**config.mk**
```make
export PLATFORM = sky130hd
export DESIGN_NAME = sliding_window_key_counter_unit
export DESIGN_NICKNAME = d
export VERILOG_FILES = /design/src/hw/rtl/swkc_pkg.sv /design/src/hw/rtl/swkc_ram.sv /design/src/hw/rtl/swkc_scan.sv /design/src/hw/rtl/sliding_window_key_counter_unit.sv
export SDC_FILE = /design/constraint.sdc
export NUM_CORES = 2
export LEC_CHECK = 0
export BUFFER_PORTS_ARGS = -buffer_cell sky130_fd_sc_hd__buf_4
export CORE_UTILIZATION = 55
export CTS_BUF_LIST = sky130_fd_sc_hd__clkbuf_8
export DETAILED_ROUTE_END_ITERATION = 10
export PLACE_DENSITY = 0.71
export SYNTH_ARGS = -nofsm -noshare
export SYNTH_HDL_FRONTEND = slang
export SYNTH_MEMORY_MAX_BITS = 65536
export SYNTH_SLANG_ARGS = --single-unit
```
**constraint.sdc**
```tcl
create_clock -name clk -period 10.05 [get_ports clk]
set_input_delay 2.01 -clock clk [delete_from_list [all_inputs] [get_ports clk]]
set_output_delay 2.01 -clock clk [all_outputs]
set_load 0.01 [all_outputs]
```
**src/hw/rtl/swkc_pkg.sv**
```systemverilog
package swkc_pkg;

    localparam int WINDOW_DEPTH_DEF = 64;
    localparam int KEY_BITS_DEF     = 32;
    localparam int KEY_PORT_W       = 32;

    typedef enum logic [2:0] {
        ST_CLEAR,
        ST_IDLE,
        ST_SCAN,
        ST_DRAIN,
        ST_UPD_KEY,
        ST_UPD_EVICT
    } state_t;

    typedef struct packed {
        logic khit;
        logic ffound;
        logic ehit;
    } scan_flags_t;

endpackage

```
**src/hw/rtl/swkc_ram.sv**
```systemverilog
module swkc_ram #(
    parameter int WIDTH = 8,
    parameter int DEPTH = 16,
    localparam int AW = (DEPTH > 1) ? $clog2(DEPTH) : 1
) (
    input  logic             clk,
    input  logic             we,
    input  logic [AW-1:0]    waddr,
    input  logic [WIDTH-1:0] wdata,
    input  logic             re,
    input  logic [AW-1:0]    raddr,
    output logic [WIDTH-1:0] rdata
);

    logic [WIDTH-1:0] mem [DEPTH];

    always_ff @(posedge clk)
    begin
        if (we)
        begin
            mem[waddr] <= wdata;
        end
        if (re)
        begin
            rdata <= mem[raddr];
        end
    end

endmodule

```
**src/hw/rtl/swkc_scan.sv**
```systemverilog
module swkc_scan #(
    parameter int KEY_BITS = swkc_pkg::KEY_BITS_DEF,
    parameter int TA       = 7,
    parameter int CW       = 7
) (
    input  logic                  clk,
    input  logic                  rst_n,
    input  logic                  clr,
    input  logic                  issue,
    input  logic [TA-1:0]         issue_addr,
    input  logic [KEY_BITS-1:0]   rd_key,
    input  logic [CW-1:0]         rd_cnt,
    input  logic [KEY_BITS-1:0]   key,
    input  logic [KEY_BITS-1:0]   ev_key,
    input  logic                  ev_en,
    output swkc_pkg::scan_flags_t flags,
    output logic [TA-1:0]         kslot,
    output logic [CW-1:0]         kcnt,
    output logic [TA-1:0]         fslot,
    output logic [TA-1:0]         eslot,
    output logic [CW-1:0]         ecnt
);

    logic                  tag_vld_reg;
    logic [TA-1:0]         tag_addr_reg;
    swkc_pkg::scan_flags_t flags_reg;
    swkc_pkg::scan_flags_t flags_next;
    logic [TA-1:0]         kslot_reg;
    logic [TA-1:0]         fslot_reg;
    logic [TA-1:0]         eslot_reg;
    logic [CW-1:0]         kcnt_reg;
    logic [CW-1:0]         ecnt_reg;
    logic                  entry_used;
    logic                  k_match;
    logic                  f_match;
    logic                  e_match;

    assign entry_used = (rd_cnt != '0);
    assign k_match = tag_vld_reg && entry_used && (rd_key == key) && !flags_reg.khit;
    assign f_match = tag_vld_reg && !entry_used && !flags_reg.ffound;
    assign e_match = tag_vld_reg && ev_en && entry_used && (rd_key == ev_key)
                     && !flags_reg.ehit;

    always_comb
    begin
        flags_next = flags_reg;
        if (clr)
        begin
            flags_next = '0;
        end
        else
        begin
            if (k_match)
            begin
                flags_next.khit = 1'b1;
            end
            if (f_match)
            begin
                flags_next.ffound = 1'b1;
            end
            if (e_match)
            begin
                flags_next.ehit = 1'b1;
            end
        end
    end

    always_ff @(posedge clk or negedge rst_n)
    begin
        if (!rst_n)
        begin
            tag_vld_reg <= 1'b0;
            flags_reg   <= '0;
        end
        else
        begin
            tag_vld_reg <= issue;
            flags_reg   <= flags_next;
        end
    end

    always_ff @(posedge clk)
    begin
        tag_addr_reg <= issue_addr;
        if (k_match)
        begin
            kslot_reg <= tag_addr_reg;
            kcnt_reg  <= rd_cnt;
        end
        if (f_match)
        begin
            fslot_reg <= tag_addr_reg;
        end
        if (e_match)
        begin
            eslot_reg <= tag_addr_reg;
            ecnt_reg  <= rd_cnt;
        end
    end

    assign flags = flags_reg;
    assign kslot = kslot_reg;
    assign kcnt  = kcnt_reg;
    assign fslot = fslot_reg;
    assign eslot = eslot_reg;
    assign ecnt  = ecnt_reg;

endmodule

```
**src/hw/rtl/sliding_window_key_counter_unit.sv**
```systemverilog
// Each request inserts one key into a window of the last WINDOW_DEPTH keys and reports
// whether the key was already among them, plus the key pushed out once the window is full.
// A request is taken when start is high and busy is low; busy then stays high while one
// compare unit walks all WINDOW_DEPTH + 1 table entries, one per cycle through the table
// memory read port, waits in ST_DRAIN for the last read, and then does the table and
// window updates in ST_UPD_KEY and ST_UPD_EVICT.
// A new request can therefore be taken only once busy has fallen again.
// The result appears on the result ports for one cycle with done high, in the cycle when
// busy falls, and must be captured then because the block cannot be stalled.
// After reset the block clears all WINDOW_DEPTH + 1 table entries with busy high.
module sliding_window_key_counter_unit #(
    parameter int WINDOW_DEPTH = swkc_pkg::WINDOW_DEPTH_DEF,
    parameter int KEY_BITS     = swkc_pkg::KEY_BITS_DEF
) (
    input  logic                            clk,
    input  logic                            rst_n,
    input  logic                            start,
    output logic                            busy,
    input  logic [swkc_pkg::KEY_PORT_W-1:0] key,
    output logic                            done,
    output logic                            status,
    output logic                            evicted_valid,
    output logic [swkc_pkg::KEY_PORT_W-1:0] evicted_key,
    output logic                            key_dropped
);

    localparam int TD      = WINDOW_DEPTH + 1;
    localparam int TA      = $clog2(TD);
    localparam int CW      = $clog2(TD + 1);
    localparam int WA      = (WINDOW_DEPTH > 1) ? $clog2(WINDOW_DEPTH) : 1;
    localparam int KeyWide = (KEY_BITS > swkc_pkg::KEY_PORT_W) ? KEY_BITS
                                                                : swkc_pkg::KEY_PORT_W;

    swkc_pkg::state_t state_reg;
    swkc_pkg::state_t state_next;

    logic [TA-1:0]        addr_reg;
    logic [TA-1:0]        addr_next;
    logic [WA-1:0]        wpos_reg;
    logic [WA-1:0]        wpos_next;
    logic                 full_reg;
    logic                 full_next;
    logic                 ev_en_reg;
    logic                 ev_en_next;
    logic [KEY_BITS-1:0]  key_reg;
    logic [KEY_BITS-1:0]  key_next;
    logic                 done_reg;
    logic                 done_next;
    logic                 status_reg;
    logic                 status_next;
    logic                 ev_valid_reg;
    logic                 ev_valid_next;
    logic [swkc_pkg::KEY_PORT_W-1:0] ev_key_reg;
    logic [swkc_pkg::KEY_PORT_W-1:0] ev_key_next;
    logic                 dropped_reg;
    logic                 dropped_next;

    logic                 accept;
    logic                 last_addr;
    logic                 tbl_we;
    logic [TA-1:0]        tbl_waddr;
    logic [KEY_BITS-1:0]  tbl_wkey;
    logic [CW-1:0]        tbl_wcnt;
    logic                 tbl_re;
    logic [KEY_BITS+CW-1:0] tbl_rdata;
    logic                 win_we;
    logic                 win_re;
    logic [KEY_BITS-1:0]  win_rdata;
    logic                 scan_clr;

    logic [KeyWide-1:0]   key_wide;
    logic [KeyWide-1:0]   ev_wide;
    logic [KEY_BITS-1:0]  key_in;
    logic                 same_key;
    logic                 drop_now;

    swkc_pkg::scan_flags_t flags;
    logic [TA-1:0]        kslot;
    logic [CW-1:0]        kcnt;
    logic [TA-1:0]        fslot;
    logic [TA-1:0]        eslot;
    logic [CW-1:0]        ecnt;

    assign key_wide  = KeyWide'(key);
    assign key_in    = key_wide[KEY_BITS-1:0];
    assign ev_wide   = KeyWide'(win_rdata);
    assign same_key  = (win_rdata == key_reg);
    assign accept    = start && (state_reg == swkc_pkg::ST_IDLE);
    assign last_addr = (addr_reg == TA'(TD - 1));
    assign drop_now  = ev_en_reg && (same_key ? (!flags.khit && flags.ffound)
                                              : (flags.ehit && (ecnt <= CW'(1))));

    swkc_ram #(
        .WIDTH(KEY_BITS + CW),
        .DEPTH(TD)
    ) u_table (
        .clk  (clk),
        .we   (tbl_we),
        .waddr(tbl_waddr),
        .wdata({tbl_wkey, tbl_wcnt}),
        .re   (tbl_re),
        .raddr(addr_reg),
        .rdata(tbl_rdata)
    );

    swkc_ram #(
        .WIDTH(KEY_BITS),
        .DEPTH(WINDOW_DEPTH)
    ) u_window (
        .clk  (clk),
        .we   (win_we),
        .waddr(wpos_reg),
        .wdata(key_reg),
        .re   (win_re),
        .raddr(wpos_reg),
        .rdata(win_rdata)
    );

    swkc_scan #(
        .KEY_BITS(KEY_BITS),
        .TA      (TA),
        .CW      (CW)
    ) u_scan (
        .clk       (clk),
        .rst_n     (rst_n),
        .clr       (scan_clr),
        .issue     (tbl_re),
        .issue_addr(addr_reg),
        .rd_key    (tbl_rdata[KEY_BITS+CW-1:CW]),
        .rd_cnt    (tbl_rdata[CW-1:0]),
        .key       (key_reg),
        .ev_key    (win_rdata),
        .ev_en     (ev_en_reg),
        .flags     (flags),
        .kslot     (kslot),
        .kcnt      (kcnt),
        .fslot     (fslot),
        .eslot     (eslot),
        .ecnt      (ecnt)
    );

    always_comb
    begin
        state_next = state_reg;
        unique case (state_reg)
            swkc_pkg::ST_CLEAR:
            begin
                if (last_addr)
                begin
                    state_next = swkc_pkg::ST_IDLE;
                end
            end
            swkc_pkg::ST_IDLE:
            begin
                if (start)
                begin
                    state_next = swkc_pkg::ST_SCAN;
                end
            end
            swkc_pkg::ST_SCAN:
            begin
                if (last_addr)
                begin
                    state_next = swkc_pkg::ST_DRAIN;
                end
            end
            swkc_pkg::ST_DRAIN:     state_next = swkc_pkg::ST_UPD_KEY;
            swkc_pkg::ST_UPD_KEY:   state_next = swkc_pkg::ST_UPD_EVICT;
            swkc_pkg::ST_UPD_EVICT: state_next = swkc_pkg::ST_IDLE;
            default:                state_next = swkc_pkg::ST_CLEAR;
        endcase
    end

    always_comb
    begin
        tbl_we    = 1'b0;
        tbl_waddr = addr_reg;
        tbl_wkey  = key_reg;
        tbl_wcnt  = '0;
        tbl_re    = 1'b0;
        win_we    = 1'b0;
        win_re    = 1'b0;
        scan_clr  = 1'b0;
        unique case (state_reg)
            swkc_pkg::ST_CLEAR:
            begin
                tbl_we = 1'b1;
            end
            swkc_pkg::ST_IDLE:
            begin
                win_re   = start;
                scan_clr = start;
            end
            swkc_pkg::ST_SCAN:
            begin
                tbl_re = 1'b1;
            end
            swkc_pkg::ST_DRAIN:
            begin
            end
            swkc_pkg::ST_UPD_KEY:
            begin
                win_we = 1'b1;
                if (!(ev_en_reg && same_key))
                begin
                    if (flags.khit)
                    begin
                        tbl_we    = 1'b1;
                        tbl_waddr = kslot;
                        tbl_wcnt  = kcnt + CW'(1);
                    end
                    else if (flags.ffound)
                    begin
                        tbl_we    = 1'b1;
                        tbl_waddr = fslot;
                        tbl_wcnt  = CW'(1);
                    end
                end
            end
            swkc_pkg::ST_UPD_EVICT:
            begin
                if (ev_en_reg && !same_key && flags.ehit)
                begin
                    tbl_we    = 1'b1;
                    tbl_waddr = eslot;
                    tbl_wkey  = win_rdata;
                    tbl_wcnt  = (ecnt <= CW'(1)) ? '0 : ecnt - CW'(1);
                end
            end
            default:
            begin
            end
        endcase
    end

    always_comb
    begin
        addr_next     = addr_reg;
        wpos_next     = wpos_reg;
        full_next     = full_reg;
        ev_en_next    = ev_en_reg;
        key_next      = key_reg;
        done_next     = 1'b0;
        status_next   = status_reg;
        ev_valid_next = ev_valid_reg;
        ev_key_next   = ev_key_reg;
        dropped_next  = dropped_reg;
        if (state_reg == swkc_pkg::ST_CLEAR || state_reg == swkc_pkg::ST_SCAN)
        begin
            addr_next = last_addr ? '0 : addr_reg + TA'(1);
        end
        if (accept)
        begin
            key_next   = key_in;
            ev_en_next = full_reg;
        end
        if (state_reg == swkc_pkg::ST_UPD_KEY)
        begin
            if (wpos_reg == WA'(WINDOW_DEPTH - 1))
            begin
                wpos_next = '0;
                full_next = 1'b1;
            end
            else
            begin
                wpos_next = wpos_reg + WA'(1);
            end
        end
        if (state_reg == swkc_pkg::ST_UPD_EVICT)
        begin
            done_next     = 1'b1;
            status_next   = flags.khit;
            ev_valid_next = ev_en_reg;
            ev_key_next   = ev_en_reg ? ev_wide[swkc_pkg::KEY_PORT_W-1:0] : '0;
            dropped_next  = drop_now;
        end
    end

    always_ff @(posedge clk or negedge rst_n)
    begin
        if (!rst_n)
        begin
            state_reg <= swkc_pkg::ST_CLEAR;
            addr_reg  <= '0;
            wpos_reg  <= '0;
            full_reg  <= 1'b0;
            ev_en_reg <= 1'b0;
            done_reg  <= 1'b0;
        end
        else
        begin
            state_reg <= state_next;
            addr_reg  <= addr_next;
            wpos_reg  <= wpos_next;
            full_reg  <= full_next;
            ev_en_reg <= ev_en_next;
            done_reg  <= done_next;
        end
    end

    always_ff @(posedge clk)
    begin
        key_reg      <= key_next;
        status_reg   <= status_next;
        ev_valid_reg <= ev_valid_next;
        ev_key_reg   <= ev_key_next;
        dropped_reg  <= dropped_next;
    end

    assign busy          = (state_reg != swkc_pkg::ST_IDLE);
    assign done          = done_reg;
    assign status        = status_reg;
    assign evicted_valid = ev_valid_reg;
    assign evicted_key   = ev_key_reg;
    assign key_dropped   = dropped_reg;

endmodule

```
==> impl_results.md <==
* Core area at roughly 0.32 mm²
* Critical Path Source Type: flip-flop
* Final count of hold timing violations at 0
* Vias in the first global route at roughly 90000
* Fin crit share at roughly 63%
* Cts repair resizes at 0
* TritonCTS clock tree: yes
* CP Capture Type: flip-flop
* Leakage at 62.3 nW
* Setup violations, final at 0
* Max Freq at about 160 MHz
* Syn Area/Cell at 21.6 µm²
* Clk slew on worst S/H paths at about 70 ps
* Non-Filler Instances at 13782
* DIE WIDTH at approximately 570 µm
* Power Dens Cells at 269 mW/mm²
* Hold path start: u_scan.tag_addr_reg[6]
* Max Slew Vio Count at 2
* Max-slew headroom at -4.88%
* Area Growth Syn to Fin at 11.8%
* HPWL reported at the end of detailed placement at a little under 300 mm
* Met1 usage at 42.2%
* Hold depth at 0
* Maxcap violations at 3
* DRT Pass-1 Iters at 8
* FP Rows at around 210
* Clock tree buffer depth at 4
* Adder-Cell Fraction of Synth Area at 0.0420%
* Share of cells above drive strength 1 at between 20% and 30%
* Core Util, Final at around 62%
* Reg-to-reg startpoint: key_reg[29]
* Die Ht at about 570 µm
* Biggest regs: u_table.mem x2535, u_window.mem x2048, u_table.rdata x39
* Reg-to-Reg End: u_table.mem[18][36]
* Fraction of the yosys area taken by sequential cells at about four fifths
* Worst Max-Slew Pin Slew at 1570 ps
* Placer Congestion at between 1 and 1.5
* M2 GR Usage at 45.9%
* Status: finished, violations left
* CP Class: reg2reg
* Crit path launch: key_reg[29]
* GRT Overall Usage at between 30% and 40%
* Antenna violations before repair at 76
* Total gr overflow at 0
* RSZ-0062 raised after global routing: false
* Synth cell types at 59
* R2R setup slack at roughly 3700 ps
* Post-synthesis mux area share at ~10%
* CTS Root Cell: clkbuf_8
* Largest net degree at the start of global routing at 110
* Syn Nets at ~8300
* Max IR drop VDD at 0.000544 V
* Initial Utilization at a little under three fifths
* Commonest non-fill, non-tap cell in the layout: edfxtp_1
* Vias/cell at just under 7
* Synth Flop Type: edfxtp_1
* Wire length per cell at approximately 38 µm
* Largest register FFs at ~2500
* Failing checks: capacitance limit, slew limit
* Post-synth design cell area at roughly 0.18 mm²
* Minimum clock period at about 6400 ps
* Via count at between 90000 and 100k
* Commonest cells after routing, fill and taps aside: edfxtp_1, mux4_2, clkbuf_8, a22oi_1, buf_4
* Layout Skew at slightly below 80 ps
* Remaining antenna violation count at 0
* TritonCTS Sinks at 4786
* Num CTS Buffers at around 720
* GRT Max-Usage Layer: met2
* Worst Path Max Fanout at 67
* WP data arrival at approximately 7000 ps
* Hold EP: u_scan.kslot[6]
* Worst-Skew Late Latency at roughly 1300 ps
* WL final at 518 mm
* Post-synth EDFFs at 4756
* Async set-reset flop share out of synthesis at 0.481%
* Worst Hold Class: reg2reg
* Setup Buffers After CTS at 0
* Largest reg by FF count: u_table.mem
* GR Layer Usage met3 at under 10%
* Final net count at between 8000 and 9000
* Post-Synth XOR/XNOR Area at less than 1%
* Post-Synthesis Cells at around 8300
* Input/output buffers at 71
* R2r worst-path depth at 10
* IO Count at slightly above 70
* Final TNS setup at 0 ps
* Largest family of logic cells by synthesized area: multiplexers
* Die Footprint at approximately 0.33 mm²
* Detailed Route Iter0 Violations at around 17000
* Hold_buf cts at 0
* Synth Warn # at 0
* First-pass GRT wire length at 710 mm
* Number of H-tree levels at 6
* Synth Register Bits at 4786
* Synth Area in Simple Gates at approximately 1.8%
* Post-synthesis compound-gate area fraction at a little under 6%
* Placed Cells at roughly 12000
* # DRC at 0
* Required time of the critical path at 10890 ps
cell families (layout without fill, tap and decap cells):
group,Yosys count,count (layout)
flip-flops,4786,4786
AO/OA/AOI/OAI,1376,1376
multiplexers,849,849
AND/OR/NAND/NOR,647,647
buffers and inverters,499,1658
XOR/XNOR,112,112
adder cells (fa/ha/maj),6,6
other,0,43
power breakdown:
group / switching, W / internal (W)
Combinational: 0.00953 / 0.00531
Sequential: 0.000741 / 0.0235
Clock: 0.00747 / 0.00725
Total: 0.0177 / 0.0361
worst max path at each step:
| stage | endpoint | slack [ps] | cells after the start |
|---|---|---|---|
| CTS | u_table.mem[18][20] | 3890 | 10 |
| finish | u_table.mem[18][36] | 3700 | 10 |
| global route | u_table.mem[19][36] | 3520 | 10 |
| detailed placement | u_table.mem[18][30] | 3900 | 10 |
| global placement | u_table.mem[31][10] | 4000 | 10 |
| floorplan | u_table.mem[64][0] | 2800 | 10 |
cells in the mapped netlist, types with 6 or more instances:
master       n  area, µm²
dfrtp_1     23        576
nor2b_1     16        100
a211oi_1    17        128
buf_2       67        335
edfxtp_1  4756     143000
nand3_1     60        300
xnor2_1     11       96.3
buf_1       83        312
o21ai_0     20        100
dfxtp_1      7        140
nor4_1      54        338
and2_1      40        250
a22o_1     196       1720
nor2_1     156        586
o211ai_1    10       75.1
a21oi_1     75        375
a22oi_1    634       4760
clkbuf_1   335       1260
o22ai_1      8       50.1
inv_1       10       37.5
nand2_1    184        691
a31oi_1    194       1210
nor3_1       9       45.0
xor2_1     101        885
a221oi_1   198       1730
mux2_2      45        507
mux4_2     796      17900
mux2i_1      8       80.1
nand4_1     82        513
ha_1         6       75.1
nor3b_1      6       45.0
nand2b_1    11       68.8
nand3b_1     8       60.1
worst max-delay path, stage by stage, from the launching register on:
cell,delay [ps]
edfxtp_1,320
buf_4,590
xor2_1,140
nor4_1,560
and4_1,490
nand3_2,370
a221oi_1,530
o31a_1,280
nand3_1,940
nor2_4,1010
buf_4,510
area by class of cell:
| type | instances | area [µm²] |
|---|---|---|
| flip-flops and latches | 4786 | 144000 |
| fillers | 21531 | 123000 |
| multi-input cells | 2990 | 34500 |
| clock buffers | 733 | 10100 |
| well taps | 4305 | 5390 |
| repair buffers | 369 | 2980 |
| clock inverters | 545 | 2960 |
| diodes | 43 | 108 |
| inverters | 11 | 41.3 |
routing by layer:
metal	vias up	part of all wire, %	routed length, µm
met4	42	6.6	34300
met1	48756	35	179000
li1	36772	-	-
met3	1201	14	73900
met5	-	0.049	254
met2	7598	45	231000
metrics by stage:
step | instance area, µm² | hold WS [ps] | power, W | setup slack, ps
finish | 200000 | 464 | 0.0538 | 3700
global route | 200000 | 477 | 0.0551 | 3520
CTS | 200000 | 451 | 0.0536 | 3890
detailed placement | 186000 | 438 | 0.0391 | 3900
global placement | 186000 | 440 | 0.0390 | 4000
floorplan | 179000 | 345 | 0.0328 | 2800
(Power assumes the default switching activity.)
